File: src/design/clt_pkg.sv
`timescale 1ns / 1ps

package clt_pkg;

   // most fields a line may ever hold, caps the programmed limit
   localparam int LINE_FIELD_CAP = 128;

   localparam logic OP_BYTE = 1'b0;
   localparam logic OP_EOL  = 1'b1;

   localparam logic [1:0] MODE_START  = 2'd0;
   localparam logic [1:0] MODE_PLAIN  = 2'd1;
   localparam logic [1:0] MODE_QUOTED = 2'd2;
   localparam logic [1:0] MODE_QSEEN  = 2'd3;

   localparam logic [1:0] STATUS_OK       = 2'd0;
   localparam logic [1:0] STATUS_TOO_MANY = 2'd1;
   localparam logic [1:0] STATUS_OPEN_QT  = 2'd2;
   localparam logic [1:0] STATUS_COUNT    = 2'd3;

   localparam logic [1:0] CSR_FIELD_LIMIT     = 2'd0;
   localparam logic [1:0] CSR_EXPECTED_FIELDS = 2'd1;
   localparam logic [1:0] CSR_CHECK_COUNT     = 2'd2;

   localparam logic [7:0] CH_QUOTE = 8'h22;
   localparam logic [7:0] CH_COMMA = 8'h2C;

   localparam logic [7:0] FIELD_LIMIT_RESET     = 8'd100;
   localparam logic [7:0] EXPECTED_FIELDS_RESET = 8'd0;
   localparam logic       CHECK_COUNT_RESET     = 1'b0;

   typedef struct packed {
      logic       operation;
      logic [7:0] data_byte;
   } req_payload_type;

   typedef struct packed {
      logic [7:0] out_byte;
      logic       out_valid;
      logic [6:0] field_index;
      logic       field_closed;
      logic [7:0] fields_done;
      logic       line_done;
      logic [1:0] line_status;
   } rsp_payload_type;

   typedef struct packed {
      logic [7:0] field_limit;
      logic [7:0] expected_fields;
      logic       check_count;
   } cfg_type;

   typedef struct packed {
      logic [1:0] parse_mode;
      logic [7:0] field_counter;
      logic [1:0] line_error;
      logic       error_seen;
   } line_state_type;

   localparam line_state_type LINE_CLEAR = '{
      parse_mode:    MODE_START,
      field_counter: 8'd0,
      line_error:    STATUS_OK,
      error_seen:    1'b0
   };

endpackage

File: src/design/clt_csr.sv
`timescale 1ns / 1ps

module clt_csr
   import clt_pkg::*;
(
   input  logic       clock,
   input  logic       reset,
   input  logic       csr_valid,
   output logic       csr_ready,
   input  logic [1:0] csr_index,
   input  logic [7:0] csr_data,
   output cfg_type    cfg
);

   cfg_type cfg_ff;
   cfg_type cfg_in;

   assign csr_ready = 1'b1;
   assign cfg       = cfg_ff;

   always_comb begin
      cfg_in = cfg_ff;
      if (csr_valid) begin
         unique case (csr_index)
            CSR_FIELD_LIMIT:     cfg_in.field_limit     = csr_data;
            CSR_EXPECTED_FIELDS: cfg_in.expected_fields = csr_data;
            CSR_CHECK_COUNT:     cfg_in.check_count     = csr_data[0];
            default: ;
         endcase
      end
   end

   always_ff @(posedge clock) begin
      if (reset) begin
         cfg_ff.field_limit     <= FIELD_LIMIT_RESET;
         cfg_ff.expected_fields <= EXPECTED_FIELDS_RESET;
         cfg_ff.check_count     <= CHECK_COUNT_RESET;
      end else begin
         cfg_ff <= cfg_in;
      end
   end

endmodule

File: src/design/clt_parse.sv
`timescale 1ns / 1ps

module clt_parse
   import clt_pkg::*;
(
   input  cfg_type         cfg,
   input  line_state_type  cur,
   input  req_payload_type req,
   output line_state_type  nxt,
   output rsp_payload_type rsp
);

   logic [7:0] limit_used;
   logic       at_start;
   logic [7:0] b;

   assign b = req.data_byte;
   assign limit_used = (cfg.field_limit > 8'(LINE_FIELD_CAP)) ? 8'(LINE_FIELD_CAP)
                                                             : cfg.field_limit;

   always_comb begin
      nxt      = cur;
      rsp      = '0;
      at_start = 1'b0;
      if (req.operation == OP_BYTE) begin
         if (!cur.error_seen) begin
            unique case (cur.parse_mode)
               MODE_QSEEN: begin
                  if (b == CH_QUOTE) begin
                     // doubled quote gives one quote
                     rsp.out_valid   = 1'b1;
                     rsp.out_byte    = b;
                     rsp.field_index = cur.field_counter[6:0];
                     nxt.parse_mode  = MODE_QUOTED;
                  end else begin
                     nxt.field_counter = cur.field_counter + 8'd1;
                     rsp.field_closed  = 1'b1;
                     nxt.parse_mode    = MODE_START;
                     at_start          = (b != CH_COMMA);
                  end
               end
               MODE_START: at_start = 1'b1;
               MODE_PLAIN: begin
                  if (b == CH_COMMA) begin
                     nxt.field_counter = cur.field_counter + 8'd1;
                     rsp.field_closed  = 1'b1;
                     nxt.parse_mode    = MODE_START;
                  end else begin
                     rsp.out_valid   = 1'b1;
                     rsp.out_byte    = b;
                     rsp.field_index = cur.field_counter[6:0];
                  end
               end
               MODE_QUOTED: begin
                  if (b == CH_QUOTE) begin
                     nxt.parse_mode = MODE_QSEEN;
                  end else begin
                     rsp.out_valid   = 1'b1;
                     rsp.out_byte    = b;
                     rsp.field_index = cur.field_counter[6:0];
                  end
               end
               default: ;
            endcase

            // a byte that opens a new field
            if (at_start) begin
               priority if (nxt.field_counter >= limit_used) begin
                  nxt.error_seen = 1'b1;
                  nxt.line_error = STATUS_TOO_MANY;
               end else if (b == CH_QUOTE) begin
                  nxt.parse_mode = MODE_QUOTED;
               end else if (b == CH_COMMA) begin
                  nxt.field_counter = nxt.field_counter + 8'd1;
                  rsp.field_closed  = 1'b1;
               end else begin
                  nxt.parse_mode  = MODE_PLAIN;
                  rsp.out_valid   = 1'b1;
                  rsp.out_byte    = b;
                  rsp.field_index = nxt.field_counter[6:0];
               end
            end
         end
         rsp.fields_done = nxt.field_counter;
      end else begin
         if (!cur.error_seen) begin
            if (cur.parse_mode == MODE_QUOTED) begin
               nxt.error_seen = 1'b1;
               nxt.line_error = STATUS_OPEN_QT;
            end else if (cur.parse_mode == MODE_PLAIN || cur.parse_mode == MODE_QSEEN) begin
               nxt.field_counter = cur.field_counter + 8'd1;
               rsp.field_closed  = 1'b1;
            end
            if (!nxt.error_seen && cfg.check_count
                && nxt.field_counter != cfg.expected_fields) begin
               nxt.error_seen = 1'b1;
               nxt.line_error = STATUS_COUNT;
            end
         end
         rsp.line_done   = 1'b1;
         rsp.line_status = nxt.line_error;
         rsp.fields_done = nxt.field_counter;
         nxt             = LINE_CLEAR;
      end
   end

endmodule

File: src/design/csv_line_tokenizer.sv
`timescale 1ns / 1ps

// CSV line tokenizer: takes one line byte or end-of-line mark per request and
// returns exactly one response per request, in order. Throughput is one request
// per clock cycle while responses are taken; an accepted request is held in the
// input register, parsed there, and its response is registered in the output
// register, from which it can be taken. The rate is set by the per-byte parse state
// (mode, field count, sticky error), which is read and updated combinationally
// between the input register and the response register. While a finished
// response waits, the input register takes one more request and then the input
// stalls until the response is taken. The csr registers are field_limit
// (index 0), expected_fields (index 1) and check_count (index 2); write them
// only while no request is in flight.
module csv_line_tokenizer
   import clt_pkg::*;
(
   input  logic            clock,
   input  logic            reset,
   input  logic            req_valid,
   output logic            req_ready,
   input  req_payload_type req_payload,
   output logic            rsp_valid,
   input  logic            rsp_ready,
   output rsp_payload_type rsp_payload,
   input  logic            csr_valid,
   output logic            csr_ready,
   input  logic [1:0]      csr_index,
   input  logic [7:0]      csr_data
);

   cfg_type         cfg;
   logic            in_valid_ff;
   logic            in_valid_in;
   req_payload_type in_data_ff;
   logic            out_valid_ff;
   logic            out_valid_in;
   rsp_payload_type out_data_ff;
   line_state_type  line_ff;
   line_state_type  line_in;
   rsp_payload_type rsp_calc;
   logic            advance;
   logic            req_fire;
   logic            rsp_fire;

   clt_csr u_csr (
      .clock     (clock),
      .reset     (reset),
      .csr_valid (csr_valid),
      .csr_ready (csr_ready),
      .csr_index (csr_index),
      .csr_data  (csr_data),
      .cfg       (cfg)
   );

   clt_parse u_parse (
      .cfg (cfg),
      .cur (line_ff),
      .req (in_data_ff),
      .nxt (line_in),
      .rsp (rsp_calc)
   );

   assign advance   = in_valid_ff && (!out_valid_ff || rsp_ready);
   assign req_ready = !in_valid_ff || advance;
   assign req_fire  = req_valid && req_ready;
   assign rsp_fire  = out_valid_ff && rsp_ready;

   assign rsp_valid   = out_valid_ff;
   assign rsp_payload = out_data_ff;

   assign in_valid_in  = req_fire ? 1'b1 : (advance ? 1'b0 : in_valid_ff);
   assign out_valid_in = advance ? 1'b1 : (rsp_fire ? 1'b0 : out_valid_ff);

   always_ff @(posedge clock) begin
      if (reset) begin
         in_valid_ff  <= 1'b0;
         out_valid_ff <= 1'b0;
         line_ff      <= LINE_CLEAR;
      end else begin
         in_valid_ff  <= in_valid_in;
         out_valid_ff <= out_valid_in;
         if (advance) begin
            line_ff <= line_in;
         end
      end
   end

   always_ff @(posedge clock) begin
      if (req_fire) begin
         in_data_ff <= req_payload;
      end
      if (advance) begin
         out_data_ff <= rsp_calc;
      end
   end

endmodule

File: config.mk
export PLATFORM = sky130hd
export DESIGN_NAME = csv_line_tokenizer
export DESIGN_NICKNAME = d
export VERILOG_FILES = /design/src/design/clt_pkg.sv /design/src/design/clt_csr.sv /design/src/design/clt_parse.sv /design/src/design/csv_line_tokenizer.sv
export SDC_FILE = /design/constraint.sdc
export NUM_CORES = 1
export LEC_CHECK = 0
export BUFFER_PORTS_ARGS = -buffer_cell sky130_fd_sc_hd__buf_4
export CAP_MARGIN = 20
export CELL_PAD_IN_SITES_DETAIL_PLACEMENT = 1
export CELL_PAD_IN_SITES_GLOBAL_PLACEMENT = 1
export CORE_AREA = 2 2 100 102
export DETAILED_ROUTE_END_ITERATION = 12
export DIE_AREA = 0 0 102 104
export PLACE_DENSITY = 0.81
export SYNTH_ARGS = -nofsm -noshare
export SYNTH_HDL_FRONTEND = slang
export SYNTH_SLANG_ARGS = --single-unit
File: constraint.sdc
create_clock -name clock -period 5.1 [get_ports clock]
set_input_delay 1.53 -clock clock [delete_from_list [all_inputs] [get_ports clock]]
set_output_delay 1.53 -clock clock [all_outputs]
set_load 0.02 [all_outputs]
# Word level (Yosys, flattened, before mapping)
# Index checks and enable logic that the tools add are counted.
[classes]
n_shift = 0
n_mux = 53
n_bitwise = 0
order_cmp = 2
n_eq_ne = 10
multipliers = 0
reduce_logical = 23
div = 0
addsub = 2
[op_table]
columns = ["operator", "n"]
rows = [
  ["$mux W8", 10],
  ["$mux W16", 4],
  ["$mux W17", 3],
  ["$pmux W16 S3", 1],
  ["$mux W13", 3],
  ["$mux W10", 2],
  ["$mux W3", 6],
  ["$add A8 B1 Y8 const B", 2],
  ["$eq A8 B6 Y1 const B", 2],
  ["$pmux W8 S2", 1],
  ["$mux W1", 14],
  ["$mux W11", 1],
  ["$mux W9", 1],
  ["$ge A8 B8 Y1", 1],
  ["$gt A8 B8 Y1 const B", 1],
  ["$mux W2", 4],
  ["$ne A8 B6 Y1 const B", 1],
  ["$ne A8 B8 Y1", 1],
  ["$reduce_and A2 Y1", 4],
  ["$reduce_bool A2 Y1", 4],
  ["$eq A2 B2 Y1 const B", 3],
  ["$pmux W2 S3", 1],
  ["$logic_and A1 B1 Y1", 5],
  ["$eq A2 B1 Y1 const B", 2],
  ["other kinds (7)", 13],
]
[totals]
latch_bits = 0
word_cells = 108
ramBits = 0
inputBits = 24
output_inout_bits = 31
rom_bits = 0
n_memories = 0
register_bits = 69

# Depth between registers and ports, before layout
[depth]
ltp_word = 12
mapped_depth = 16
ltp_nobuf = 15

# Hierarchy
# A second synthesis with hierarchy kept.
[unflattened]
cells_unflattened = 535
hier_area_um2 = 4907.2
[modules_own_cells]
columns = ["mod", "instances", "area_each_um2", "cells_each"]
rows = [
  ["clt_parse", 1, 2361.0, 357],
  ["csv_line_tokenizer", 1, 1795.5, 104],
  ["clt_csr", 1, 750.7, 74],
]

# Worst setup path after synthesis
# Ideal clock, no wire load.
[synth_path]
kind = "register to register"
from = "reg in_data_ff[0] (netlist name)"
to = "reg out_data_ff, in the netlist rsp_payload[14], data pin"
required_ns = 4.830
stages_incl_launch_ff = 13
setup_ns = 0.270
setup_slack_ns = 0.851
path_buffers = 1
arrival_ns = 3.978
cell_sequence = "edfxtp_1 > or4b_4 > o41a_2 > a221oi_1 > a21oi_1 > ha_1 > a2111oi_0 > o21ai_0 > nor3_1 > and2_1 > buf_2 > mux2i_1 > nor2_1"
[synth_via]
elab_chain_cells = 9
word_cells_on_any_way = 21
cone_classes = "order compare (1); eq/ne (3); mux (17)"
[synth_lines]
columns = ["element", "line_no", "rtl"]
rows = [
  ["start: declaration", "csv_line_tokenizer.sv:34", "req_payload_type in_data_ff;"],
  ["start signal: assignment", "csv_line_tokenizer.sv:90", "in_data_ff <= req_payload;"],
  ["branches (longest 8 deep; another with $ge A8 B8 Y1)", "--", ""],
  ["$mux W17 *", "clt_parse.sv:67", "if (at_start) begin"],
  ["end signal: assignment", "csv_line_tokenizer.sv:93", "out_data_ff <= rsp_calc;"],
  ["end: declaration", "csv_line_tokenizer.sv:37", "rsp_payload_type out_data_ff;"],
]
# Every way passes the cells marked *. The select of a mux whose other input is x is not followed.
# A chain may end at the register's enable or synchronous reset.

# Worst setup path in the final report
[layout_path]
from = "reg in_data_ff[0] (netlist name)"
to = "reg out_data_ff, in the netlist rsp_payload[15], data pin"
# Same word-level chain as after synthesis.

==> run metrics <==
most frequent CP cell=buf_4; clock sinks=68; Max clock buf depth=2; crit-path max FO=12; post-synthesis simple-gate area fraction=0.201; Pint=0.884 mW; cts bufs inserted=9; Die Ht=104 µm; power share of the clock group=0.373; register share of total power=0.512; setup_tns=0 ns; DR pass1 iterations=5; wire length of the first global-routing pass=19.4 mm; Yosys reg bits=68; fin area=4800 µm²; antenna violations before repair=0; status=finished clean; Post-Synth XOR/XNOR Area=0.0386; top cells by count, synth=nor2_1, edfxtp_1, nand2_1; Mapped Area=4090 µm²; Post-synth EDFFs=37; Reg area=1730 µm²; final hold vios=0; syn_nets=481; core footprint=9550 µm²; Pleak=1.97 nW; Switching Share=0.270; all-layer global routing usage=0.236; Final #Nets=527; final WL=12.4 mm; post-DR vias/cell=5.92; DRC=0; main combinational cell family by area after synthesis=simple AND/OR/NAND/NOR gates; via count=3684; Reg2Reg Launch Point=in_data_ff[0]; CTS clk-pin slew, worst paths=0.08 ns; Fmax=0.215 GHz; clock latency at the later pin of the worst-skew pair=0.36 ns; post-CTS sizing=0; worst hold start=u_csr.cfg[13]; Critical path buffers and inverters=2; Cells after Synth=438; slowest stage delay, CP=0.60 ns; count leader, synth=nor2_1; mux cell area share after synthesis=0.0490; Final Cycle Share=0.912; Tmin final=4.65 ns; Initial DRC Count=246; drt wl/cell=20.0 µm; Routed Antenna Nets=0; RSZ-0062 raised after global routing=no; WP data required=5.19 ns; final setup violation count=0; # Post-CTS Setup Buffers=0; worst slew pin tran=0.933 ns; cell taking the most area after synthesis=edfxtp_1; Max-Cap Viols=0; H-tree levels=3; Filler Cells Inserted=1143; CP max stage cell=or4b_4; cts hold-fix bufs=0; synth top area cells=edfxtp_1, dfxtp_1, ha_1; Switching Power=0.327 mW; DP Area=4610 µm²; n_diodes=0; Pins Over Slew Limit=0; FP Rows=36; global route overflow=0; Total Die Area=10600 µm²; CTS Root Buffer Type=clkbuf_8; Ys Warns=0; area grow syn2layout=17.5%; critical path launch point type=flip-flop; Setup Skew=0.0185 ns; Cell variety after synth=68; adder-cell share of the synthesized area=0.0582; CTS tree=done; CP endpoint kind=flip-flop; die extent in x=102 µm; CP delay by family, top=compound AO/OA/AOI/OAI gates; I/O pin cnt=55; area occupied by multi-input gates=2180 µm²; critical path class=reg -> reg; Post-synth ARST share=0; area share of the largest cell type after synthesis=0.272; Comb pwr share=0.115; Arr. time, crit path=4.74 ns; critical path startpoint=in_data_ff[0]; I/O Buffers=53; HPWL Detailed=9.14 mm; peak supply drop=166 µV; slew margin rel.=0.374; Starting Density=0.428; number of global-route vias before repair=3656; crit path cell chain=or4b_4 -> o41ai_4 -> a21oi_2 -> buf_4 -> a21o_2 -> a22o_2 -> ha_1 -> nand2_1 -> or4_1 -> o21ai_0 -> nor3_1 -> and2_1 -> buf_4 -> o21ai_1 -> nor2_1; Syn Area/Cell=9.33 µm²; hold crit path type=reg -> reg; routability congestion estimate=0.859; post-synthesis sequential area ratio=0.424; top_reg_cell synth=edfxtp_1; P per Cell Area=252 nW/µm²; share of layout cells above drive strength 1=0.194; largest net degree at the start of global routing=34; post-synthesis compound-gate area fraction=0.185
-- registers in the layout, summed over array words and instances (netlist names) --
| signal | cells |
|---|---|
| rsp_payload | 28 |
| u_csr.cfg | 17 |
| line_ff | 12 |
| in_data_ff | 9 |
| in_valid_ff | 1 |
| rsp_valid | 1 |
-- worst min-delay path, cell delays in order (launching register included) --
cell and delay (ns):
dfxtp_1 0.34, mux2i_1 0.07, nor2_1 0.07
-- path summary, 6_finish.rpt --
path | to | slack [ns] | cells past startpoint
max | rsp_payload[15] | 0.45 | 15
min reg2reg | u_csr.cfg[13] | 0.52 | 2
max reg2reg | rsp_payload[15] | 0.45 | 15
min | u_csr.cfg[13] | 0.52 | 2
-- layout make-up --
class                      instances  area share
tap                              133      0.0346
clock inverter                     6      0.0135
multi-input combinational        325       0.454
inverter                          18      0.0141
clock buffer                      10      0.0266
timing repair buffer              62      0.0969
sequential                        68       0.361
-- logic make-up after synthesis --
group                      count (synthesis)
AOI/OAI and AO/OA                        104
xor gates and xnor gates                  18
and+or+nand+nor                          163
adders and majority gates                 19
other                                      1
buffers and inverters                     45
muxes                                     20
DFF                                       68
-- power groups by stage --
stage                     Clock (mW)  Combinational [mW]  Sequential [mW]
final                          0.451               0.139            0.620
after global routing           0.482               0.150            0.622
after CTS                      0.455               0.139            0.620
after detailed placement           0               0.139            0.632
after global placement             0               0.133            0.630
after floorplan                    0              0.0680            0.639
-- cell usage in the layout (no fill, tap or decap), drive strengths merged, types with 4 or more instances in the layout --
master and n:
nand3b 7, o22ai 4, and3 5, or3 5, nand4 4, nor4 4
a211o 4, ha 19, o211ai 4, nor3 4, nand3 13, a31oi 4
mux2i 20, a21oi 32, a221o 4, xnor2 9, clkbuf 10, nand2 34
buf 62, o21ai 15, clkinv 5, a21o 5, dfxtp 31, nor2b 9
edfxtp 37, a22oi 4, and2 4, a221oi 4, inv 17, nor2 55
xor2 9, nor3b 5
-- layer usage --
layer	GRT usage	vias to the layer above	routed length, µm
met5	0	-	0
met4	0.0676	0	239
met3	0.0444	22	708
met2	0.374	150	5920
met1	0.326	1814	5550
li1	-	1698	-
-- per-stage QoR --
step	hold slack (ns)	power [mW]	setup WS, ns	utilization	std cells
2_1_floorplan	0.452	0.707	0.851	-	438
3_3_place_gp	0.475	0.763	0.606	0.483	606
3_5_place_dp	0.498	0.771	0.472	0.483	606
4_1_cts	0.522	1.21	0.460	0.503	622
5_1_grt	0.549	1.25	0.106	0.503	622
6_report	0.516	1.21	0.449	0.503	622
No activity file was read; power rests on OpenSTA's default activity.
